File: config.mk
export PLATFORM = sky130hd
export DESIGN_NAME = voxel_face_mesher_with_ao
export DESIGN_NICKNAME = d
export VERILOG_FILES = /design/src/rtl/vfm_pkg.sv /design/src/rtl/vfm_front.sv /design/src/rtl/vfm_queue.sv /design/src/rtl/vfm_back.sv /design/src/rtl/voxel_face_mesher_with_ao.sv
export VERILOG_INCLUDE_DIRS = /design/src /design/src/rtl
export SDC_FILE = /design/constraint.sdc
export NUM_CORES = 1
export LEC_CHECK = 0
export ABC_AREA = 1
export BUFFER_PORTS_ARGS = -buffer_cell sky130_fd_sc_hd__buf_2
export CAP_MARGIN = 20
export CORE_AREA = 2 2 217 219
export CTS_BUF_LIST = sky130_fd_sc_hd__clkbuf_8
export DETAILED_ROUTE_END_ITERATION = 16
export DIE_AREA = 0 0 219 221
export HOLD_SLACK_MARGIN = 0.05
export PLACE_DENSITY_LB_ADDON = 0.2
export SLEW_MARGIN = 30
export SYNTH_ARGS = -nofsm -noshare
export SYNTH_HDL_FRONTEND = slang
export SYNTH_HIERARCHICAL = 1
export SYNTH_SLANG_ARGS = --single-unit
File: constraint.sdc
create_clock -name i_clk -period 6.65 [get_ports i_clk]
set_clock_uncertainty 0.1 [all_clocks]
set_input_delay 0.9975 -clock i_clk [delete_from_list [all_inputs] [get_ports i_clk]]
set_output_delay 0.9975 -clock i_clk [all_outputs]
set_load 0.02 [all_outputs]
File: src/rtl/voxel_face_mesher_with_ao_assert.svh
`ifndef VOXEL_FACE_MESHER_WITH_AO_ASSERT_SVH
`define VOXEL_FACE_MESHER_WITH_AO_ASSERT_SVH

// same-cycle implication, checked outside reset
`define VFM_ASSERT_IMP(label, clk, rst_n, ante, cons, msg) \
    label: assert property (@(posedge clk) disable iff (!rst_n) (ante) |-> (cons)) \
        else $error(msg);

// next-cycle implication, checked outside reset
`define VFM_ASSERT_NXT(label, clk, rst_n, ante, cons, msg) \
    label: assert property (@(posedge clk) disable iff (!rst_n) (ante) |=> (cons)) \
        else $error(msg);

`endif

File: src/rtl/vfm_pkg.sv
package vfm_pkg;

    localparam int COORD_BITS_DEF  = 8;
    localparam int QUEUE_DEPTH_DEF = 4;
    localparam int NUM_FACES       = 6;
    localparam int COLOR_BITS      = 24;
    localparam int OCC_BITS        = 27;
    localparam int AO_BITS         = 8;
    localparam int VTX_BITS        = 32;
    localparam logic [VTX_BITS-1:0] VTX_PER_FACE = 32'd4;

    // face normal codes, in test order
    typedef enum logic [2:0] {
        FACE_NEG_X = 3'd0,
        FACE_POS_X = 3'd1,
        FACE_NEG_Y = 3'd2,
        FACE_POS_Y = 3'd3,
        FACE_NEG_Z = 3'd4,
        FACE_POS_Z = 3'd5
    } t_face;

    // classified voxel as it travels from front to back
    typedef struct packed {
        logic                                start;
        logic [NUM_FACES-1:0]                mask;
        logic [NUM_FACES-1:0][AO_BITS-1:0]   ao;
        logic [COLOR_BITS-1:0]               color;
    } t_face_info;

    // sample offsets along u and v for each ao bit
    localparam int AO_SU [AO_BITS] = '{-1, 1, 0, 0, -1, -1, 1, 1};
    localparam int AO_SV [AO_BITS] = '{0, 0, -1, 1, 1, -1, 1, -1};

    function automatic int next_axis(input int a);
        return (a == 2) ? 0 : a + 1;
    endfunction

    // normal component of face f on axis a
    function automatic int norm_axis(input int f, input int a);
        return (a == (f >> 1)) ? (((f & 1) != 0) ? 1 : -1) : 0;
    endfunction

    function automatic int tan_u(input int f, input int a);
        return norm_axis(f, next_axis(a));
    endfunction

    function automatic int tan_v(input int f, input int a);
        int t;
        t = norm_axis(f, next_axis(next_axis(a)));
        return ((f & 1) != 0) ? t : -t;
    endfunction

    function automatic int occ_index(input int dx, input int dy, input int dz);
        return (dx + 1) * 9 + (dy + 1) * 3 + (dz + 1);
    endfunction

    // occupancy bit of the neighbor across face f
    function automatic int face_bit(input int f);
        return occ_index(norm_axis(f, 0), norm_axis(f, 1), norm_axis(f, 2));
    endfunction

    // +1 per axis where u or v is negative, or along a positive normal
    function automatic logic [2:0] corner_off(input int f);
        logic [2:0] off;
        off = '0;
        for (int a = 0; a < 3; a++) begin
            off[a] = (tan_u(f, a) == -1) || (tan_v(f, a) == -1) || (norm_axis(f, a) > 0);
        end
        return off;
    endfunction

    function automatic logic [AO_BITS-1:0] ao_bits(input int f,
                                                   input logic [OCC_BITS-1:0] occ);
        logic [AO_BITS-1:0] code;
        int c [3];
        code = '0;
        for (int k = 0; k < AO_BITS; k++) begin
            for (int a = 0; a < 3; a++) begin
                c[a] = norm_axis(f, a) + AO_SU[k] * tan_u(f, a) + AO_SV[k] * tan_v(f, a);
            end
            code[k] = occ[occ_index(c[0], c[1], c[2])];
        end
        return code;
    endfunction

endpackage

File: src/rtl/vfm_front.sv
module vfm_front #(
    parameter int P_COORD_BITS = vfm_pkg::COORD_BITS_DEF
) (
    input  logic                          i_clk,
    input  logic                          i_rst_n,
    input  logic                          i_valid,
    output logic                          o_ready,
    input  logic                          i_start,
    input  logic [P_COORD_BITS-1:0]       i_x,
    input  logic [P_COORD_BITS-1:0]       i_y,
    input  logic [P_COORD_BITS-1:0]       i_z,
    input  logic                          i_solid,
    input  logic [vfm_pkg::COLOR_BITS-1:0] i_color,
    input  logic [vfm_pkg::OCC_BITS-1:0]  i_occ,
    output logic                          o_valid,
    input  logic                          i_ready,
    output logic [3*P_COORD_BITS-1:0]     o_pos,
    output vfm_pkg::t_face_info           o_info
);
    import vfm_pkg::*;

    logic                              r_valid;
    logic [3*P_COORD_BITS-1:0]         r_pos;
    t_face_info                        r_info;
    logic [NUM_FACES-1:0]              w_mask;
    logic [NUM_FACES-1:0][AO_BITS-1:0] w_ao;
    logic                              w_keep;
    logic                              w_accept;

    // exposed faces and their ao codes
    always_comb begin
        for (int f = 0; f < NUM_FACES; f++) begin
            w_mask[f] = i_solid & ~i_occ[face_bit(f)];
            w_ao[f]   = ao_bits(f, i_occ);
        end
    end

    // drop voxels that neither emit nor clear the counter
    assign w_keep   = i_start || (w_mask != '0);
    assign o_ready  = !r_valid || i_ready;
    assign w_accept = i_valid && o_ready;

    always_ff @(posedge i_clk) begin
        if (!i_rst_n) begin
            r_valid <= 1'b0;
        end else begin
            r_valid <= (w_accept && w_keep) || (r_valid && !i_ready);
        end
    end

    always_ff @(posedge i_clk) begin
        if (w_accept) begin
            r_pos        <= {i_z, i_y, i_x};
            r_info.start <= i_start;
            r_info.mask  <= w_mask;
            r_info.ao    <= w_ao;
            r_info.color <= i_color;
        end
    end

    assign o_valid = r_valid;
    assign o_pos   = r_pos;
    assign o_info  = r_info;

endmodule

File: src/rtl/vfm_queue.sv
module vfm_queue #(
    parameter int P_WIDTH = 8,
    parameter int P_DEPTH = vfm_pkg::QUEUE_DEPTH_DEF
) (
    input  logic               i_clk,
    input  logic               i_rst_n,
    input  logic               i_wr_valid,
    output logic               o_wr_ready,
    input  logic [P_WIDTH-1:0] i_wr_data,
    output logic               o_rd_valid,
    input  logic               i_rd_pop,
    output logic [P_WIDTH-1:0] o_rd_data
);
    import vfm_pkg::*;

    localparam int PTR_W = (P_DEPTH > 1) ? $clog2(P_DEPTH) : 1;
    localparam int CNT_W = $clog2(P_DEPTH + 1);

    logic [P_WIDTH-1:0] r_mem [P_DEPTH];
    logic [PTR_W-1:0]   r_wr;
    logic [PTR_W-1:0]   r_rd;
    logic [CNT_W-1:0]   r_count;
    logic               w_push;
    logic               w_pop;

    assign o_wr_ready = (r_count != CNT_W'(P_DEPTH));
    assign o_rd_valid = (r_count != '0);
    assign w_push     = i_wr_valid && o_wr_ready;
    assign w_pop      = i_rd_pop && o_rd_valid;
    assign o_rd_data  = r_mem[r_rd];

    always_ff @(posedge i_clk) begin
        if (!i_rst_n) begin
            r_wr    <= '0;
            r_rd    <= '0;
            r_count <= '0;
        end else begin
            if (w_push) begin
                r_wr <= (r_wr == PTR_W'(P_DEPTH - 1)) ? '0 : r_wr + 1'b1;
            end
            if (w_pop) begin
                r_rd <= (r_rd == PTR_W'(P_DEPTH - 1)) ? '0 : r_rd + 1'b1;
            end
            if (w_push && !w_pop) begin
                r_count <= r_count + 1'b1;
            end else if (w_pop && !w_push) begin
                r_count <= r_count - 1'b1;
            end
        end
    end

    always_ff @(posedge i_clk) begin
        if (w_push) begin
            r_mem[r_wr] <= i_wr_data;
        end
    end

endmodule

File: src/rtl/vfm_back.sv
`include "voxel_face_mesher_with_ao_assert.svh"

module vfm_back #(
    parameter int P_COORD_BITS = vfm_pkg::COORD_BITS_DEF
) (
    input  logic                           i_clk,
    input  logic                           i_rst_n,
    input  logic                           i_head_valid,
    input  logic [3*P_COORD_BITS-1:0]      i_head_pos,
    input  vfm_pkg::t_face_info            i_head,
    output logic                           o_pop,
    output logic                           o_valid,
    input  logic                           i_ready,
    output logic [3*P_COORD_BITS-1:0]      o_corner,
    output vfm_pkg::t_face                 o_normal,
    output logic [vfm_pkg::AO_BITS-1:0]    o_ao,
    output logic [vfm_pkg::COLOR_BITS-1:0] o_color,
    output logic [vfm_pkg::VTX_BITS-1:0]   o_first_vertex,
    output logic                           o_last
);
    import vfm_pkg::*;

    localparam int CB = P_COORD_BITS;

    logic [NUM_FACES-1:0]  r_done;
    logic [VTX_BITS-1:0]   r_cnt;
    logic                  r_out_valid;
    logic [3*CB-1:0]       r_corner;
    t_face                 r_normal;
    logic [AO_BITS-1:0]    r_ao;
    logic [COLOR_BITS-1:0] r_color;
    logic [VTX_BITS-1:0]   r_fv;
    logic                  r_last;

    logic [NUM_FACES-1:0]  w_pending;
    logic [NUM_FACES-1:0]  w_sel_hot;
    t_face                 w_sel;
    logic [2:0]            w_off;
    logic                  w_can_load;
    logic                  w_load;
    logic                  w_last;
    logic [VTX_BITS-1:0]   w_base;
    logic [3*CB-1:0]       w_corner;

    assign w_pending = i_head.mask & ~r_done;

    // lowest pending face first, matching the test order
    always_comb begin
        w_sel     = FACE_NEG_X;
        w_sel_hot = '0;
        w_off     = '0;
        for (int f = NUM_FACES - 1; f >= 0; f--) begin
            if (w_pending[f]) begin
                w_sel     = t_face'(f);
                w_sel_hot = NUM_FACES'(1) << f;
                w_off     = corner_off(f);
            end
        end
    end

    assign w_can_load = !r_out_valid || i_ready;
    assign w_load     = i_head_valid && w_can_load && (w_pending != '0);
    assign w_last     = ((w_pending & ~w_sel_hot) == '0);
    // start clears the counter before the voxel's first face
    assign w_base     = (i_head.start && (r_done == '0)) ? '0 : r_cnt;
    assign o_pop      = i_head_valid && ((w_pending == '0) || (w_load && w_last));

    always_comb begin
        for (int a = 0; a < 3; a++) begin
            w_corner[a*CB +: CB] = i_head_pos[a*CB +: CB] + CB'(w_off[a]);
        end
    end

    always_ff @(posedge i_clk) begin
        if (!i_rst_n) begin
            r_done      <= '0;
            r_cnt       <= '0;
            r_out_valid <= 1'b0;
        end else begin
            if (w_can_load) begin
                r_out_valid <= w_load;
            end
            if (o_pop) begin
                r_done <= '0;
            end else if (w_load) begin
                r_done <= r_done | w_sel_hot;
            end
            if (w_load) begin
                r_cnt <= w_base + VTX_PER_FACE;
            end else if (o_pop) begin
                r_cnt <= w_base;
            end
        end
    end

    always_ff @(posedge i_clk) begin
        if (w_load) begin
            r_corner <= w_corner;
            r_normal <= w_sel;
            r_ao     <= i_head.ao[w_sel];
            r_color  <= i_head.color;
            r_fv     <= w_base;
            r_last   <= w_last;
        end
    end

    assign o_valid        = r_out_valid;
    assign o_corner       = r_corner;
    assign o_normal       = r_normal;
    assign o_ao           = r_ao;
    assign o_color        = r_color;
    assign o_first_vertex = r_fv;
    assign o_last         = r_last;

    `VFM_ASSERT_IMP(a_pop_has_head, i_clk, i_rst_n, o_pop, i_head_valid, "pop from empty queue")
    `VFM_ASSERT_IMP(a_done_in_mask, i_clk, i_rst_n, i_head_valid, (r_done & ~i_head.mask) == '0, "emitted face not in mask")
    `VFM_ASSERT_NXT(a_cnt_step, i_clk, i_rst_n, w_load, r_cnt == $past(w_base) + VTX_PER_FACE, "vertex counter step wrong")

endmodule

File: src/rtl/voxel_face_mesher_with_ao.sv
// Voxel face mesher with ambient-occlusion codes. Each input item is one
// voxel with its 3x3x3 occupancy; every exposed face of a solid voxel comes
// out as one item, in the order -x, +x, -y, +y, -z, +z, with its quad corner,
// normal code, eight ao bits, color and first vertex index (a 32-bit counter
// that grows by 4 per face and is cleared by the start flag in tuser).
// tlast marks the last face of a voxel. Rate: the face sequencer emits one
// face per cycle while the receiver is ready, up to six per voxel; an empty
// or enclosed voxel that carries start still goes to the back end, one that
// does not is dropped in front. The front takes one voxel per cycle into a
// small queue while it has room, so input keeps flowing while faces drain.
// A voxel's first face passes the front register, queue and output register.
module voxel_face_mesher_with_ao #(
    parameter int P_COORD_BITS  = vfm_pkg::COORD_BITS_DEF,
    parameter int P_QUEUE_DEPTH = vfm_pkg::QUEUE_DEPTH_DEF
) (
    input  logic                 i_clk,
    input  logic                 i_rst_n,
    // voxel in
    input  logic                 s_axis_tvalid,
    output logic                 s_axis_tready,
    // voxel_x, voxel_y, voxel_z, is_solid, voxel_color, neighbor_occupancy, zero pad
    input  logic [((3*P_COORD_BITS+52+7)/8)*8-1:0] s_axis_tdata,
    // start_of_model
    input  logic [0:0]           s_axis_tuser,
    // face out
    output logic                 m_axis_tvalid,
    input  logic                 m_axis_tready,
    // corner_x, corner_y, corner_z, normal_code, ao_code, face_color, first_vertex, zero pad
    output logic [((3*P_COORD_BITS+67+7)/8)*8-1:0] m_axis_tdata,
    // last_face
    output logic                 m_axis_tlast
);
    import vfm_pkg::*;

    localparam int CB       = P_COORD_BITS;
    localparam int OUT_W    = ((3*P_COORD_BITS+67+7)/8)*8;
    localparam int Q_WIDTH  = 3*CB + $bits(t_face_info);

    // input field positions
    localparam int SOLID_LSB = 3*CB;
    localparam int COLOR_LSB = 3*CB + 1;
    localparam int OCC_LSB   = 3*CB + 1 + COLOR_BITS;

    // front to queue
    logic                  w_fr_valid;
    logic                  w_fr_ready;
    logic [3*CB-1:0]       w_fr_pos;
    t_face_info            w_fr_info;

    // queue to back
    logic                  w_q_valid;
    logic                  w_q_pop;
    logic [Q_WIDTH-1:0]    w_q_data;
    logic [3*CB-1:0]       w_head_pos;
    t_face_info            w_head_info;

    // back outputs
    logic [3*CB-1:0]       w_corner;
    t_face                 w_normal;
    logic [AO_BITS-1:0]    w_ao;
    logic [COLOR_BITS-1:0] w_color;
    logic [VTX_BITS-1:0]   w_fv;

    // front: classify faces and precompute ao codes
    vfm_front #(
        .P_COORD_BITS (P_COORD_BITS)
    ) u_front (
        .i_clk   (i_clk),
        .i_rst_n (i_rst_n),
        .i_valid (s_axis_tvalid),
        .o_ready (s_axis_tready),
        .i_start (s_axis_tuser[0]),
        .i_x     (s_axis_tdata[0 +: CB]),
        .i_y     (s_axis_tdata[CB +: CB]),
        .i_z     (s_axis_tdata[2*CB +: CB]),
        .i_solid (s_axis_tdata[SOLID_LSB]),
        .i_color (s_axis_tdata[COLOR_LSB +: COLOR_BITS]),
        .i_occ   (s_axis_tdata[OCC_LSB +: OCC_BITS]),
        .o_valid (w_fr_valid),
        .i_ready (w_fr_ready),
        .o_pos   (w_fr_pos),
        .o_info  (w_fr_info)
    );

    // decoupling queue between classifier and face sequencer
    vfm_queue #(
        .P_WIDTH (Q_WIDTH),
        .P_DEPTH (P_QUEUE_DEPTH)
    ) u_queue (
        .i_clk      (i_clk),
        .i_rst_n    (i_rst_n),
        .i_wr_valid (w_fr_valid),
        .o_wr_ready (w_fr_ready),
        .i_wr_data  ({w_fr_pos, w_fr_info}),
        .o_rd_valid (w_q_valid),
        .i_rd_pop   (w_q_pop),
        .o_rd_data  (w_q_data)
    );

    assign w_head_pos  = w_q_data[Q_WIDTH-1 -: 3*CB];
    assign w_head_info = t_face_info'(w_q_data[$bits(t_face_info)-1:0]);

    // back: one face per cycle while the output is ready, vertex counter, output register
    vfm_back #(
        .P_COORD_BITS (P_COORD_BITS)
    ) u_back (
        .i_clk          (i_clk),
        .i_rst_n        (i_rst_n),
        .i_head_valid   (w_q_valid),
        .i_head_pos     (w_head_pos),
        .i_head         (w_head_info),
        .o_pop          (w_q_pop),
        .o_valid        (m_axis_tvalid),
        .i_ready        (m_axis_tready),
        .o_corner       (w_corner),
        .o_normal       (w_normal),
        .o_ao           (w_ao),
        .o_color        (w_color),
        .o_first_vertex (w_fv),
        .o_last         (m_axis_tlast)
    );

    // pack result fields, lowest first, zero padded to bytes
    assign m_axis_tdata = OUT_W'({w_fv, w_color, w_ao, w_normal, w_corner});

endmodule

# Word level (Yosys, flattened, before mapping)
# Memory sizes are Yosys's and may differ from the RTL's. A register that Yosys moved wholly into a read port is not among the register bits.
# Cells that the tools add are included.
[word_totals] output_inout_bits=99 ram_bits=412 n_memories=1 wordCells=116 input_bits=85 register_bits=242
[mem_list] memory="u_queue.r_mem" depth=4 width=103 read_ports=1 rd_clocked_by_memory_dff=1 write_ports=1 line="vfm_queue.sv:19" rtl="logic [P_WIDTH-1:0] r_mem [P_DEPTH];"
[op_classes] reduce_logical=31 n_bitwise=18 eq_ne=3 addsub=8 magnitude_cmp=1 n_mux=31
[ops] op="32-bit two-way mux" count=3
[ops] op="3-bit two-way mux" count=14
[ops] op="6-bit two-way mux" count=6
[ops] op="32-bit by 3-bit adder with 32-bit output, second input constant" count=1
[ops] op="8-bit by 1-bit adder with 8-bit output" count=3
[ops] op="8-bit binary-select mux with 3-bit select" count=1
[ops] op="6-bit logical NOT" count=3
[ops] op="6-bit bitwise AND" count=2
[ops] op="1-bit logical AND" count=12
[ops] op="6-bit inverter" count=2
[ops] op="6-bit nonzero test" count=2
[ops] op="2-bit two-way mux" count=4
[ops] op="8-bit two-way mux" count=1
[ops] op="1-bit inverter" count=7
[ops] op="1-bit bitwise AND" count=6
[ops] op="6-bit bitwise OR" count=1
[ops] op="1-bit logical NOT" count=5
[ops] op="1-bit logical OR" count=5
[ops] op="2-bit by 1-bit adder with 2-bit output, second input constant" count=2
[ops] op="2-bit equality test, second input constant" count=2
[ops] op="3-bit by 4-bit < comparator with 1-bit output, second input constant" count=1
[ops] op="2-bit nonzero test" count=2
[ops] op="3-bit by 1-bit adder with 3-bit output, second input constant" count=1
[ops] op="3-bit != test, second input constant" count=1
[ops] op="4 further kinds" count=5

# Depth between registers and ports, before layout
[depth] ltp_word=18 mapped_depth=26 ltp_nobuf=22

# Cells and area by module
# The synthesis kept the hierarchy.
[by_module_without_submodules] module="vfm_queue" area_each_um2=15711.3 seq_area_each_um2=12552.0 n_inst=1 cells_per_inst=1066
[by_module_without_submodules] module="vfm_back" area_each_um2=6174.7 seq_area_each_um2=3543.4 n_inst=1 cells_per_inst=634
[by_module_without_submodules] module="vfm_front" area_each_um2=2591.2 seq_area_each_um2=2272.2 n_inst=1 cells_per_inst=126
[by_module_without_submodules] module="voxel_face_mesher_with_ao" area_each_um2=41.3 seq_area_each_um2=0.0 n_inst=1 cells_per_inst=6

# Worst setup path after synthesis
# OpenSTA, ideal clock, no wires.
[synth_timing] path_kind="input port to flip-flop" startpoint="input s_axis_tvalid" endpoint="register u_front.r_info (netlist bit u_front/o_info[0]) (enable)" path_slack_ns=-0.529 required_ns=5.926 path_buffers=0 arrival_time_ns=6.456 stages=1 setup_ns=0.624 path_cell_list="a21boi_0"
[synth_between] elab_chain_cells=1
[synth_lines] element="start, declared" line="voxel_face_mesher_with_ao.sv:19" rtl="input logic s_axis_tvalid,"
[synth_lines] element="1-bit logical AND" line="vfm_front.sv:41" rtl="assign w_accept = i_valid && o_ready;"
[synth_lines] element="end, declared" line="vfm_front.sv:24" rtl="t_face_info r_info;"
# Every way passes these cells.
# A chain may end at the register's enable or synchronous reset.

==> results.cfg <==
[run_status]
status = finished clean

[clock_tree]
clk_path_buf_depth = 3
cts_hold_buf = 0
clock_sinks = 628
path_clk_slew_ns = 0.06
cts_setup_buffers = 0
numCtsBuffers = 98
root_buffer = clkbuf_8
cts_resized = 0
clk_latency_ns = 0.67
htreeDepth = 3
cts_tree = done

[logic_synthesis]
synthesis.area_um2 = 24500
yosys_warnings = 6
synth_edf_count = 579
yosysMostFrequentCell = edfxtp_1
netlist-cell-type-count = 42
synth_cells = 1832
synth_area_leaders = edfxtp_1, nor2_1, o21ai_0, dfxtp_1, o22ai_1
synth_top_area_share = 0.709
synthTopCellsByCount = edfxtp_1, nor2_1, o21ai_0
ys_seq_area_frac = 0.749
async_reset_ff_frac = 0
yosysTopAreaCell = edfxtp_1
yosys_most_used_dff = edfxtp_1
synth_seq_cells = 628
avgSynthCellArea_um2 = 13.4

[drt]
highest_layer = met4
vias = 14600
dr.pass1.iters = 7
drc = 0
drt-met1-wl_mm = 21.2
drt_iter0_drc = 1292
met3RoutedLength_mm = 2.79
via_per_inst = 5.41
wirelength_mm = 50.6
antenna_left = 0
dr_wl_met2_mm = 25.4
wl_per_cell_um = 18.7

[floorplan]
rows = 79
chipWidth_um = 219
die_h_um = 221
io_pins = 184
die_area_um2 = 48400
initial_core_util = 0.532
core_um2 = 46100

[timing]
finalCritPeriodShare = 0.600
finalSetupViolCount = 0
hold_viol = 0
clock.fmax_mhz = 250
drv_slew = 0
min_period_ns = 3.99
rsz0062_at_grt = no
slew_headroom = 0.355
tightest_slew_ns = 0.967
fin_setup_tns_ns = 0

[critical_path]
crit_top_cell = nand3_1
slowest_stage = o21ai_0
cp_cell_sequence = buf_4, inv_2, buf_4, o21ai_0, o22ai_1, nand2_2, nand2_2, inv_1, nand3_1, o21ai_0, ha_1, nand3_1, nor3_1, nand3_1, xnor2_1
cp-end-kind = register
max_stage_delay_ns = 0.49
critical_path_buf_inv_count = 4
cpLargestDelayFamily = buffers and inverters
critPathMaxFanout = 43
start_kind = register
cp.required_ns = 6.97
critPathKind = register to register
cp.arrival_ns = 4.31

[grt]
grt_max_degree = 117
overflow = 0
grt_pass1_wl_mm = 77.8
grt_use_total = 0.209
grt_pass1_vias = 14500
antenna_found_initial = 2

[placed_design]
dp.cells = 2524
place.gp.congestion = 0.849
numPortBuffers = 173
hpwl_mm = 28.2

[power]
ir_drop_uv = 167
powerDensity_nw_per_um2 = 335
cellLeakagePower_nw = 9.91

[layout]
nNetsFinal = 2116
fin_cells = 2706
fill_cells = 3650
post-route-util = 0.598
layout-drive-gt1-share = 0.193
areaGrowthSynthToFinish_pct = 12.3

[flow_run]
drv_cap = 0

[hold_path]
hp-class = register to register
[area by class of cell]
cell class              count  area [um^2]  area share
clock inverters            74          397      0.0144
flip-flops and latches    628        18400       0.667
inverters                  98          377      0.0137
multi-input cells         997         5120       0.186
well taps                 607          759      0.0276
diodes                      3         7.51    0.000273
clock buffers             105         1450      0.0525
repair buffers            194         1070      0.0387
[per-stage QoR]
step	hold slack, ns	setup WS, ns	total power (W)	cell area [um^2]
2_1_floorplan	0.323	1.01	0.00587	24500
3_3_place_gp	0.335	2.20	0.00629	25600
3_5_place_dp	0.341	2.64	0.00633	25700
4_1_cts	0.320	2.65	0.00935	27500
5_1_grt	0.347	2.44	0.00966	27500
6_report	0.356	2.66	0.00924	27500
[cells by family after synthesis]
| kind of cell | count (synthesis) | synth area share |
|---|---|---|
| fa+ha+maj | 14 | 0.00745 |
| compound gates | 382 | 0.0849 |
| simple gates | 576 | 0.107 |
| buf+inv | 211 | 0.0443 |
| other cells | 1 | 0.000153 |
| xor+xnor | 20 | 0.00714 |
| flops | 628 | 0.749 |
[per-layer routing]
metal / vias to the layer above / global-route usage
met5: - / 0
met4: 0 / 0.0894
met3: 76 / 0.0368
met2: 440 / 0.349
met1: 7173 / 0.270
li1: 6950 / -
[cell usage in the layout (no fill, tap or decap), types with 7 or more instances in the layout]
cell type,netlist,routed
buf_2,14,173
nand3_1,64,64
nor2_2,14,14
clkinv_2,1,16
xor2_1,17,17
edfxtp_1,579,579
o21ai_0,226,226
dfxtp_1,49,47
o21ai_1,13,13
nand2_1,129,129
nand3_2,7,7
inv_1,86,113
inv_2,10,10
clkinv_1,0,24
a21oi_1,29,29
nor3_1,11,11
nor2_1,304,300
nand2_2,14,14
clkbuf_8,0,105
nor2_4,10,14
o22ai_1,104,104
ha_1,13,13
buf_4,38,18
[report_power, final]
part           internal [W]  switching (W)  leakage, nW
clock               0.00155        0.00146         1.06
combinational      0.000364        0.00102         3.09
sequential          0.00472       0.000128         5.76
total               0.00663        0.00260         9.91
[final timing paths]
| path | cells after the start | end | slack, ns | start |
|---|---|---|---|---|
| max | 15 | u_back/o_corner[23] | 2.66 | register |
| min | 2 | u_back/r_cnt[1] | 0.36 | u_back/r_cnt[1] |
| min reg2reg | 2 | u_back/r_cnt[1] | 0.36 | u_back/r_cnt[1] |
| max reg2reg | 15 | u_back/o_corner[23] | 2.66 | register |
[tightest hold or removal path, stage by stage (launching register included)]
cell and delay [ns]:
dfxtp_1 0.30, inv_1 0.06, nor3_1 0.05
[sequential cells by signal, summed over array words and instances (netlist names), named ones only]
name / flops
u_back/o_color: 24
u_front/o_pos: 24
u_back/o_last: 1
u_back/r_cnt: 32
u_queue/r_mem: 412
u_front/o_info: 51
u_back/o_corner: 24
u_back/o_valid: 1
u_back/r_done: 6
u_queue/r_rd: 2
u_back/o_normal: 3
u_queue/r_wr: 2
u_front/o_valid: 1
u_back/o_ao: 8
u_queue/r_count: 3
u_back/o_first_vertex: 32
(Power assumes the default switching activity.)
